--- config.mk ---
export PLATFORM = sky130hd
export DESIGN_NAME = joystick_gimbal_angle_integrator_core
export DESIGN_NICKNAME = d
export VERILOG_FILES = /design/src/rtl/core/jgai_pkg.sv /design/src/rtl/core/jgai_step_unit.sv /design/src/rtl/core/jgai_axis_state.sv /design/src/rtl/core/joystick_gimbal_angle_integrator_core.sv
export SDC_FILE = /design/constraint.sdc
export NUM_CORES = 2
export LEC_CHECK = 0
export BUFFER_PORTS_ARGS = -buffer_cell sky130_fd_sc_hd__buf_4
export CORE_MARGIN = 8
export CORE_UTILIZATION = 50
export DETAILED_ROUTE_END_ITERATION = 7
export MAX_ROUTING_LAYER = met4
export PLACE_DENSITY = 0.72
export SETUP_SLACK_MARGIN = 0.4
export SLEW_MARGIN = 15
export SYNTH_ARGS = -nofsm -noshare
export SYNTH_HDL_FRONTEND = slang
export SYNTH_SLANG_ARGS = --single-unit
--- constraint.sdc ---
create_clock -name clk -period 12.8 [get_ports clk]
set_clock_uncertainty 0.15 [all_clocks]
set_input_delay 1.28 -clock clk [delete_from_list [all_inputs] [get_ports clk]]
set_output_delay 1.28 -clock clk [all_outputs]
set_load 0.05 [all_outputs]
--- src/rtl/core/jgai_pkg.sv ---
// ----------------------------------------------------------------------------
// Joystick gimbal angle integrator package
// Widths, constants, pipeline payload types and the saturating angle update.
// ----------------------------------------------------------------------------
`default_nettype none

package jgai_pkg;

  localparam int SAMPLE_BITS_DEF = 12;
  localparam int CENTER_W        = 12;
  localparam int DEADZONE_W      = 11;
  localparam int SPEED_W         = 16;
  localparam int ELAPSED_W       = 16;
  localparam int CFG_INDEX_W     = 2;
  localparam int CFG_DATA_W      = 16;

  localparam int PAN_W   = 16;
  localparam int TILT_W  = 15;
  localparam int ROLL_W  = 16;
  localparam int MODE_W  = 2;
  localparam int OUT_W   = 56;

  localparam int PROD_W  = SPEED_W + ELAPSED_W;
  localparam int DIV_PRE = 3;
  localparam int RECIP_W = 30;
  localparam int DIV_SHIFT = 36;
  localparam int STEP_W  = 23;
  localparam int RPROD_W = PROD_W - DIV_PRE + RECIP_W;
  localparam int WIDE_W  = 25;

  // ceil(2^36 / 125): exact quotient for every 29-bit dividend.
  localparam logic [RECIP_W-1:0] RECIP_125 = 30'd549755814;

  localparam logic [CENTER_W-1:0]   CENTER_RST   = 12'd2048;
  localparam logic [DEADZONE_W-1:0] DEADZONE_RST = 11'd205;
  localparam logic [SPEED_W-1:0]    SPEED_RST    = 16'd3000;

  localparam logic signed [WIDE_W-1:0] PAN_LIMIT  = 25'sd18000;
  localparam logic signed [WIDE_W-1:0] TILT_LIMIT = 25'sd9000;
  localparam logic signed [WIDE_W-1:0] ROLL_LIMIT = 25'sd18000;

  localparam logic [MODE_W-1:0] MODE_PAN  = 2'd0;
  localparam logic [MODE_W-1:0] MODE_TILT = 2'd1;
  localparam logic [MODE_W-1:0] MODE_ROLL = 2'd2;

  localparam logic [CFG_INDEX_W-1:0] REG_CENTER     = 2'd0;
  localparam logic [CFG_INDEX_W-1:0] REG_DEADZONE   = 2'd1;
  localparam logic [CFG_INDEX_W-1:0] REG_SPEED      = 2'd2;

  typedef struct packed {
    logic              x_move;
    logic              x_pos;
    logic              y_move;
    logic              y_pos;
    logic              button;
    logic              clear;
    logic [PROD_W-1:0] product;
  } mul_stage_t;

  typedef struct packed {
    logic              x_move;
    logic              x_pos;
    logic              y_move;
    logic              y_pos;
    logic              button;
    logic              clear;
    logic [STEP_W-1:0] step;
  } step_stage_t;

  typedef struct packed {
    logic ld_mul;
    logic ld_step;
  } pipe_ctrl_t;

  function automatic logic signed [WIDE_W-1:0] sat_move(
    input logic signed [WIDE_W-1:0] angle,
    input logic                     up,
    input logic [STEP_W-1:0]        step,
    input logic signed [WIDE_W-1:0] limit
  );
    logic signed [WIDE_W-1:0] delta;
    logic signed [WIDE_W-1:0] next;
    delta = $signed(WIDE_W'(step));
    next  = up ? angle + delta : angle - delta;
    if (next > limit) begin
      next = limit;
    end else if (next < -limit) begin
      next = -limit;
    end
    return next;
  endfunction

endpackage

`default_nettype wire

--- src/rtl/core/jgai_step_unit.sv ---
// ----------------------------------------------------------------------------
// Joystick gimbal step unit
// Deadzone decode and rate times time product, then the divide by 1000
// through a reciprocal multiply; two register stages.
// ----------------------------------------------------------------------------
`default_nettype none

module jgai_step_unit #(
  parameter int SAMPLE_BITS = jgai_pkg::SAMPLE_BITS_DEF
) (
  input  wire                                 clk,
  input  jgai_pkg::pipe_ctrl_t                ctrl,
  input  wire [SAMPLE_BITS-1:0]               x_sample,
  input  wire [SAMPLE_BITS-1:0]               y_sample,
  input  wire                                 button_pressed,
  input  wire [jgai_pkg::ELAPSED_W-1:0]       elapsed_ms,
  input  wire                                 clear_manual,
  input  wire [jgai_pkg::CENTER_W-1:0]        rest_center,
  input  wire [jgai_pkg::DEADZONE_W-1:0]      deadzone_counts,
  input  wire [jgai_pkg::SPEED_W-1:0]         speed_centideg_per_s,
  output jgai_pkg::step_stage_t               step_stage
);
  import jgai_pkg::*;

  localparam int CMP_W = ((SAMPLE_BITS > CENTER_W) ? SAMPLE_BITS : CENTER_W) + 1;

  mul_stage_t  mul_r;
  mul_stage_t  mul_nxt;
  step_stage_t step_r;
  step_stage_t step_nxt;
  logic [RPROD_W-1:0] rprod;

  function automatic logic [1:0] axis_decode(
    input logic [SAMPLE_BITS-1:0] raw,
    input logic [CENTER_W-1:0]    center,
    input logic [DEADZONE_W-1:0]  dz
  );
    logic signed [CMP_W-1:0] off;
    logic [CMP_W-1:0]        mag;
    off = $signed(CMP_W'(raw)) - $signed(CMP_W'(center));
    mag = off[CMP_W-1] ? $unsigned(-off) : $unsigned(off);
    return {mag > CMP_W'(dz), !off[CMP_W-1]};
  endfunction

  always_comb begin
    {mul_nxt.x_move, mul_nxt.x_pos} = axis_decode(x_sample, rest_center, deadzone_counts);
    {mul_nxt.y_move, mul_nxt.y_pos} = axis_decode(y_sample, rest_center, deadzone_counts);
    mul_nxt.button  = button_pressed;
    mul_nxt.clear   = clear_manual;
    mul_nxt.product = PROD_W'(speed_centideg_per_s) * PROD_W'(elapsed_ms);
  end

  assign rprod = RPROD_W'(mul_r.product[PROD_W-1:DIV_PRE]) * RPROD_W'(RECIP_125);

  always_comb begin
    step_nxt.x_move = mul_r.x_move;
    step_nxt.x_pos  = mul_r.x_pos;
    step_nxt.y_move = mul_r.y_move;
    step_nxt.y_pos  = mul_r.y_pos;
    step_nxt.button = mul_r.button;
    step_nxt.clear  = mul_r.clear;
    step_nxt.step   = rprod[DIV_SHIFT+STEP_W-1:DIV_SHIFT];
  end

  always_ff @(posedge clk) begin
    if (ctrl.ld_mul) begin
      mul_r <= mul_nxt;
    end
    if (ctrl.ld_step) begin
      step_r <= step_nxt;
    end
  end

  assign step_stage = step_r;

endmodule

`default_nettype wire

--- src/rtl/core/jgai_axis_state.sv ---
// ----------------------------------------------------------------------------
// Joystick gimbal axis state
// Mode cycling, sticky manual flag and saturating angle update; the state
// registers double as the result register.
// ----------------------------------------------------------------------------
`default_nettype none

module jgai_axis_state (
  input  wire                              clk,
  input  wire                              rst_n,
  input  wire                              load,
  input  jgai_pkg::step_stage_t            step_stage,
  output logic signed [jgai_pkg::PAN_W-1:0]  pan_angle,
  output logic signed [jgai_pkg::TILT_W-1:0] tilt_angle,
  output logic signed [jgai_pkg::ROLL_W-1:0] bank_angle,
  output logic [jgai_pkg::MODE_W-1:0]        axis_mode,
  output logic                               manual_active
);
  import jgai_pkg::*;

  logic signed [PAN_W-1:0]  pan_r,  pan_nxt;
  logic signed [TILT_W-1:0] tilt_r, tilt_nxt;
  logic signed [ROLL_W-1:0] roll_r, roll_nxt;
  logic [MODE_W-1:0]        mode_r, mode_nxt;
  logic                     btn_was_r;
  logic                     manual_r, manual_nxt;

  always_comb begin
    pan_nxt    = pan_r;
    tilt_nxt   = tilt_r;
    roll_nxt   = roll_r;
    mode_nxt   = mode_r;
    manual_nxt = step_stage.clear ? 1'b0 : manual_r;
    if (step_stage.button && !btn_was_r) begin
      case (mode_r)
        MODE_PAN:  mode_nxt = MODE_TILT;
        MODE_TILT: mode_nxt = MODE_ROLL;
        default:   mode_nxt = MODE_PAN;
      endcase
    end
    case (mode_nxt)
      MODE_PAN: begin
        if (step_stage.x_move) begin
          pan_nxt = PAN_W'(sat_move(WIDE_W'(pan_r), step_stage.x_pos,
                                    step_stage.step, PAN_LIMIT));
          manual_nxt = 1'b1;
        end
      end
      MODE_TILT: begin
        if (step_stage.y_move) begin
          tilt_nxt = TILT_W'(sat_move(WIDE_W'(tilt_r), step_stage.y_pos,
                                      step_stage.step, TILT_LIMIT));
          manual_nxt = 1'b1;
        end
      end
      MODE_ROLL: begin
        if (step_stage.x_move) begin
          roll_nxt = ROLL_W'(sat_move(WIDE_W'(roll_r), step_stage.x_pos,
                                      step_stage.step, ROLL_LIMIT));
          manual_nxt = 1'b1;
        end
      end
      default: begin
      end
    endcase
  end

  always_ff @(posedge clk) begin
    if (!rst_n) begin
      pan_r     <= '0;
      tilt_r    <= '0;
      roll_r    <= '0;
      mode_r    <= MODE_PAN;
      btn_was_r <= 1'b1;
      manual_r  <= 1'b0;
    end else if (load) begin
      pan_r     <= pan_nxt;
      tilt_r    <= tilt_nxt;
      roll_r    <= roll_nxt;
      mode_r    <= mode_nxt;
      btn_was_r <= step_stage.button;
      manual_r  <= manual_nxt;
    end
  end

  assign pan_angle     = pan_r;
  assign tilt_angle    = tilt_r;
  assign bank_angle    = roll_r;
  assign axis_mode     = mode_r;
  assign manual_active = manual_r;

endmodule

`default_nettype wire

--- src/rtl/core/joystick_gimbal_angle_integrator_core.sv ---
// ----------------------------------------------------------------------------
// Joystick gimbal angle integrator core
// Path: a request passes the input, product, step and result registers in turn.
// Throughput: one request per cycle while the output is not stalled, through a four-register pipeline.
// The pipeline advances per stage, so bubbles close up while a result waits.
// Reset: synchronous; angles and mode zero, button taken as held, flag clear.
// ----------------------------------------------------------------------------
`default_nettype none

module joystick_gimbal_angle_integrator_core #(
  parameter int SAMPLE_BITS = jgai_pkg::SAMPLE_BITS_DEF,
  localparam int IN_W = ((2 * SAMPLE_BITS + 18 + 7) / 8) * 8
) (
  input  wire                               clk,
  input  wire                               rst_n,
  input  wire                               in_tvalid,
  output logic                              in_tready,
  // x_sample, y_sample, button_pressed, elapsed_ms, clear_manual, zero pad
  input  wire [IN_W-1:0]                    in_tdata,
  output logic                              out_tvalid,
  input  wire                               out_tready,
  // pan_angle, tilt_angle, roll angle, axis_mode, manual_active, zero pad
  output logic [jgai_pkg::OUT_W-1:0]        out_tdata,
  input  wire                               cfg_valid,
  output logic                              cfg_ready,
  input  wire [jgai_pkg::CFG_INDEX_W-1:0]   cfg_index,
  input  wire [jgai_pkg::CFG_DATA_W-1:0]    cfg_data
);
  import jgai_pkg::*;

  localparam int SB = SAMPLE_BITS;

  logic [CENTER_W-1:0]   center_r;
  logic [DEADZONE_W-1:0] deadzone_r;
  logic [SPEED_W-1:0]    speed_r;

  logic [SB-1:0]        x_r;
  logic [SB-1:0]        y_r;
  logic                 button_r;
  logic [ELAPSED_W-1:0] elapsed_r;
  logic                 clear_r;

  logic v_in_r, v_in_nxt;
  logic v_mul_r, v_mul_nxt;
  logic v_step_r, v_step_nxt;
  logic out_valid_r, out_valid_nxt;
  logic ld_out;
  logic accept;
  pipe_ctrl_t ctrl;
  step_stage_t step_stage;

  logic signed [PAN_W-1:0]  pan_angle;
  logic signed [TILT_W-1:0] tilt_angle;
  logic signed [ROLL_W-1:0] bank_angle;
  logic [MODE_W-1:0]        axis_mode;
  logic                     manual_active;

  assign cfg_ready = 1'b1;

  always_ff @(posedge clk) begin
    if (!rst_n) begin
      center_r   <= CENTER_RST;
      deadzone_r <= DEADZONE_RST;
      speed_r    <= SPEED_RST;
    end else if (cfg_valid) begin
      case (cfg_index)
        REG_CENTER:     center_r   <= cfg_data[CENTER_W-1:0];
        REG_DEADZONE:   deadzone_r <= cfg_data[DEADZONE_W-1:0];
        REG_SPEED:      speed_r    <= cfg_data[SPEED_W-1:0];
        default: begin
        end
      endcase
    end
  end

  assign ld_out       = v_step_r && (!out_valid_r || out_tready);
  assign ctrl.ld_step = v_mul_r && (!v_step_r || ld_out);
  assign ctrl.ld_mul  = v_in_r && (!v_mul_r || ctrl.ld_step);
  assign in_tready    = !v_in_r || ctrl.ld_mul;
  assign accept       = in_tvalid && in_tready;

  always_comb begin
    v_in_nxt      = accept ? 1'b1 : (ctrl.ld_mul ? 1'b0 : v_in_r);
    v_mul_nxt     = ctrl.ld_mul ? 1'b1 : (ctrl.ld_step ? 1'b0 : v_mul_r);
    v_step_nxt    = ctrl.ld_step ? 1'b1 : (ld_out ? 1'b0 : v_step_r);
    out_valid_nxt = ld_out ? 1'b1 : (out_tready ? 1'b0 : out_valid_r);
  end

  always_ff @(posedge clk) begin
    if (!rst_n) begin
      v_in_r      <= 1'b0;
      v_mul_r     <= 1'b0;
      v_step_r    <= 1'b0;
      out_valid_r <= 1'b0;
    end else begin
      v_in_r      <= v_in_nxt;
      v_mul_r     <= v_mul_nxt;
      v_step_r    <= v_step_nxt;
      out_valid_r <= out_valid_nxt;
    end
  end

  always_ff @(posedge clk) begin
    if (accept) begin
      x_r       <= in_tdata[SB-1:0];
      y_r       <= in_tdata[2*SB-1:SB];
      button_r  <= in_tdata[2*SB];
      elapsed_r <= in_tdata[2*SB+ELAPSED_W:2*SB+1];
      clear_r   <= in_tdata[2*SB+ELAPSED_W+1];
    end
  end

  jgai_step_unit #(
    .SAMPLE_BITS(SAMPLE_BITS)
  ) u_step_unit (
    .clk                  (clk),
    .ctrl                 (ctrl),
    .x_sample             (x_r),
    .y_sample             (y_r),
    .button_pressed       (button_r),
    .elapsed_ms           (elapsed_r),
    .clear_manual         (clear_r),
    .rest_center          (center_r),
    .deadzone_counts      (deadzone_r),
    .speed_centideg_per_s (speed_r),
    .step_stage           (step_stage)
  );

  jgai_axis_state u_axis_state (
    .clk           (clk),
    .rst_n         (rst_n),
    .load          (ld_out),
    .step_stage    (step_stage),
    .pan_angle     (pan_angle),
    .tilt_angle    (tilt_angle),
    .bank_angle    (bank_angle),
    .axis_mode     (axis_mode),
    .manual_active (manual_active)
  );

  assign out_tvalid = out_valid_r;
  assign out_tdata  = {6'd0, manual_active, axis_mode, bank_angle, tilt_angle, pan_angle};

endmodule

`default_nettype wire

Yosys cells after proc, flatten, opt, wreduce, memory -nomap -nowiden. Cells that the tools add are included.

Bits in registers: 203. Input bits: 71. Output and inout port bits: 59.

Add/subtract/negate cells: 10. $mul: 2. Magnitude comparators: 8. Equality and inequality tests: 5. Multiplexer cells: 25. Reduce and logical (&&, ||, !) cells: 30.

Operators by type and width (number): $mux W25 (3); $mux W16 (4); $mul A29 B29 Y58 const B (1); $add A16 B24 Y25 (2); $gt A25 B16 Y1 const B (2); $lt A25 B16 Y1 const B (2); $sub A16 B24 Y25 (2); $mul A16 B16 Y32 (1); $mux W15 (2); $gt A13 B11 Y1 (2); $mux W13 (2); $neg A13 Y13 (2); $sub A12 B12 Y13 (2); $add A15 B24 Y25 (1); $gt A25 B15 Y1 const B (1); $lt A25 B15 Y1 const B (1); $sub A15 B24 Y25 (1); $mux W1 (11); $reduce_and A3 Y1 (3); $reduce_bool A2 Y1 (4); $logic_not A1 Y1 (7); $eq A2 B1 Y1 const B (3); $logic_not A2 Y1 (3); $reduce_and A2 Y1 (3); other kinds (7) (15).

Logic depth before layout (Yosys ltp).
Word-level depth: 10. Gate-level depth with buffers: 28. Depth with buffers taken out: 27.

By module. A second synthesis with hierarchy kept.

Cells, all modules: 3973. Area, all modules: 36500.0 sq um.

Modules (own cells, without submodules): jgai_step_unit (times used 1, cells each 2631, area each 25311.8 sq um, sequential area each 1921.8 sq um); jgai_axis_state (times used 1, cells each 1113, area each 8097.8 sq um, sequential area each 1021.0 sq um); joystick_gimbal_angle_integrator_core (times used 1, cells each 229, area each 3090.5 sq um, sequential area each 2122.0 sq um).

Least setup slack after synthesis. No wires, ideal clock.

Path type: register to register. Start: register u_step_unit.mul_r[17] in the netlist's numbering. End: register u_step_unit.step_r (netlist bit u_step_unit.step_stage[18]) (data pin). Arrival time: 7008 ps. Slack: 5373 ps. Cell stages (with the launch flop): 25. Clock period less this slack: 7427 ps. Path through: edfxtp_1 -> ha_1 -> fa_1 -> fa_1 -> inv_1 -> fa_1 -> inv_1 -> fa_1 -> fa_1 -> fa_1 -> inv_1 -> fa_1 -> inv_1 -> ha_1 -> a21o_1 -> a21o_1 -> a221oi_1 -> o221ai_1 -> o21bai_1 -> a31o_2 -> a221oi_2 -> o21ai_0 -> a31oi_1 -> o31ai_1 -> xor2_1.

Cells in the longest elaborated chain, start to end: 1.

RTL lines: start, declared (RTL line jgai_step_unit.sv:27) `mul_stage_t mul_r;`; start signal, assigned (RTL line jgai_step_unit.sv:67) `mul_r <= mul_nxt;`; $mul A29 B29 Y58 (RTL line jgai_step_unit.sv:53) `assign rprod = RPROD_W'(mul_r.product[PROD_W-1:DIV_PRE]) * RPROD_W'(RECIP_125);`; named net u_step_unit.rprod[54] (RTL line jgai_step_unit.sv:31) `logic [RPROD_W-1:0] rprod;`; end signal, assigned (RTL line jgai_step_unit.sv:70) `step_r <= step_nxt;`; end, declared (RTL line jgai_step_unit.sv:29) `step_stage_t step_r;`.

The timed path passes the listed nets, and every way through them passes these cells. A chain may end at the register's enable or synchronous reset.

Worst setup path after layout.
Start: register u_step_unit.mul_r[13] in the netlist's numbering. End: register u_step_unit.step_r (netlist bit u_step_unit.step_stage[16]) (data pin).

Same word-level chain as after synthesis.

==> impl_metrics.tcl <==
set metrics [dict create \
    drt-pass1-iter-count 6 \
    drive_gt1_frac 0.0556 \
    final.min_clock_period_ns 8.55 \
    clk_path_buf_depth 2 \
    synthToLayoutAreaGrowth_pct 6.85 \
    post_synth.cell_area_avg_sq_um 9.24 \
    dp_cells 4714 \
    fp.dieH_um 279 \
    viasPerCell 5.37 \
    final_nets 4924 \
    drv_slew 0 \
    die-area_sq_um 78100 \
    crit_chain "ha_1, fa_1, fa_1, inv_1, fa_1, inv_1, fa_1, fa_1, fa_1, inv_1, fa_1, inv_1, ha_1, a21o_1, a211oi_1, o21ai_0, a21oi_1, o21bai_1, a31o_2, a221oi_2, o21ai_0, a31oi_1, o21bai_1, xnor2_1" \
    grt_max_degree 49 \
    gr-total-overflow 0 \
    gp_congestion 0.925 \
    io_pins 130 \
    cp-start-kind "flop" \
    drc_errors 0 \
    ys.flop_type "edfxtp_1" \
    grt_first_pass_wirelength_um 131000 \
    yosys_warnings 0 \
    yosysSeqAreaShare 0.146 \
    hold_viol 0 \
    use_met2 0.356 \
    worst-path-buf-inv 4 \
    fin_cells 4746 \
    synth-seq-cells 200 \
    dieWidth_um 279 \
    min_to "u_step_unit.mul_r[33]" \
    num_vias 25500 \
    dp.final_hpwl_um 64800 \
    maxSlewHeadroom 0.245 \
    initial_utilization 0.505 \
    r2r_end "u_step_unit.step_stage[16]" \
    drv_cap 0 \
    fp.coreArea_sq_um 68700 \
    hold_depth 0 \
    end_kind "flop" \
    filler_cell_count 6294 \
    post_synth_num_cell_types 89 \
    reg2reg_slack_ns 4.25 \
    seq_area_sq_um 5060 \
    clk_pin_slew_ns 0.08 \
    synth_top_area_frac 0.268 \
    fin_crit_sh 0.668 \
    slowest_stage "edfxtp_1" \
    clock-root-buffer "clkbuf_16" \
    grt_util_all_layers 0.212 \
    yosys-top-cells-area "fa_1 (27%), ha_1 (21%), edfxtp_1 (9.2%), inv_1 (8.3%), dfxtp_1 (5.4%)" \
    antenna_cells 0 \
    antenna_found_initial 0 \
    critPathArrivalTime_ns 8.63 \
    insertion_delay_ns 0.50 \
    final_util 0.540 \
    fmax_mhz 117 \
    cts_inserted_buffers 17 \
    cts-resized-gates 0 \
    cts_hold_buf 0 \
    syn_inst 3755 \
    multi_input_area_sq_um 26400 \
    cp_top_family "adder cells" \
    routed_wl_um 79000 \
    slowest_delay_ns 0.85 \
    crit_type "flop to flop" \
    fin_setup_tns_ns 0 \
    path_max_fanout 11 \
    hp-start "button_r" \
    htree_levels 4 \
    port_buffers 116 \
    cts_tree "built" \
    grt_util_met1 0.273 \
    synth_edf_count 106 \
    crit_top_cell "fa_1" \
    outcome "complete, no violations" \
    rows 96 \
    setup_viol 0 \
    first_global_vias 26000 \
    syn_area_sq_um 34700 \
    rsz0062_at_grt "false" \
    yosys.area.top_type "fa_1" \
    grt-busiest-layer "met2" \
    timing.rr.start "u_step_unit.mul_r[13]" \
    async_flop_share 0 \
    use_met3 0.0262 \
    worst_r2r_path_depth 24 \
    worst_pin_slew_ns 1.13 \
    holdWs_ns 0.274 \
    drtIter0Drc 1551 \
    ant_nets 0 \
    clkSinkCount 200 \
    critPathLaunch "u_step_unit.mul_r[13]" \
    wl_per_cell_um 16.6 \
    hp-class "flop to flop" \
    cts_setup_buffers 0 \
    cp.required_ns 12.88 \
]
state kept, by name, summed over array words and instances (netlist names):
| name | flops |
|---|---|
| button_r | 1 |
| center_r | 12 |
| clear_r | 1 |
| deadzone_r | 11 |
| elapsed_r | 16 |
| out_tvalid | 1 |
| speed_r | 16 |
| u_axis_state.axis_mode | 2 |
| u_axis_state.bank_angle | 16 |
| u_axis_state.btn_was_r | 1 |
| u_axis_state.manual_active | 1 |
| u_axis_state.pan_angle | 16 |
| u_axis_state.tilt_angle | 15 |
| u_step_unit.mul_r | 35 |
| u_step_unit.step_stage | 29 |
| v_in_r | 1 |
| v_mul_r | 1 |
| v_step_r | 1 |
| x_r | 12 |
| y_r | 12 |
stage by stage:
stage	setup WS (ns)	instance area (sq um)
floorplan	5.37	34700
global placement	4.35	36400
detailed placement	4.28	36400
CTS	4.21	37100
global route	3.83	37100
finish	4.25	37100
Yosys cell counts, drive strengths merged, types with 18 or more instances:
master and n:
a21oi 173, inv 765, and2 97, dfxtp 94, a21o 70, o211ai 18
nor3 42, o21a 22, nand4 21, edfxtp 106, xnor2 92, ha 587
nor2b 32, a211oi 25, nor2 158, clkbuf 81, nand3 46, xor2 91
buf 20, fa 464, nand2b 35, nand2 365, o21ai 102
worst register-to-register path: cells and delay by family (launching register included):
family | cells | cell delay (ns)
AOI/OAI and AO/OA | 10 | 2.71
buffers and inverters | 4 | 0.21
adders and majority gates | 9 | 4.22
xor gates and xnor gates | 1 | 0.17
DFF | 1 | 0.85
logic make-up (layout without fill, tap and decap cells):
group | after synthesis | count (layout) | share of synthesized area
DFF | 200 | 200 | 0.146
other | 2 | 7 | 0.000216
xor gates and xnor gates | 183 | 183 | 0.0462
and+or+nand+nor | 888 | 888 | 0.123
AOI/OAI and AO/OA | 557 | 557 | 0.108
muxes | 8 | 8 | 0.00245
buffers and inverters | 866 | 921 | 0.0951
adders and majority gates | 1051 | 1051 | 0.479
metal layers:
metal,routed length [um],up-vias
met5,0,-
met4,1380,0
met3,3720,105
met2,38400,623
met1,35500,12400
li1,-,12300
final cells by class:
| class | count | area share |
|---|---|---|
| multi-input combinational | 2694 | 0.712 |
| sequential | 200 | 0.137 |
| inverter | 765 | 0.0775 |
| tap | 931 | 0.0314 |
| timing repair buffer | 124 | 0.0251 |
| clock buffer | 17 | 0.0115 |
| clock inverter | 15 | 0.00641 |
how the worst max path moves through the flow:
stage | cells after the start | end
CTS | 24 | u_step_unit.step_stage[16]
floorplan | 24 | u_step_unit.step_stage[18]
finish | 24 | u_step_unit.step_stage[16]
detailed placement | 24 | u_step_unit.step_stage[18]
global placement | 24 | u_step_unit.step_stage[18]
global route | 24 | u_step_unit.step_stage[18]
placed cells by master, fill, tap and decap left out, drive strengths merged, types with 8 or more instances in the layout:
cell type  count
o21a          22
nand2        365
nor3b         11
nand4         21
a21o          70
o221a          8
nor2b         32
fa           464
or2            9
edfxtp       106
and3          16
o21ai        102
o211ai        18
ha           587
a211oi        25
and2          97
buf          124
clkbuf        17
or3           12
nand2b        35
o21bai        17
a21oi        173
nor4           8
nor2         158
o31ai         14
nand3         46
a31oi         14
a21boi         8
xnor2         92
a221oi        11
inv          771
a211o          8
nor3          42
xor2          91
dfxtp         94
and4           9
Power is left out: the tool's default activity adds up to more than one toggle a clock period on the data nets, which glitch-free logic cannot reach.
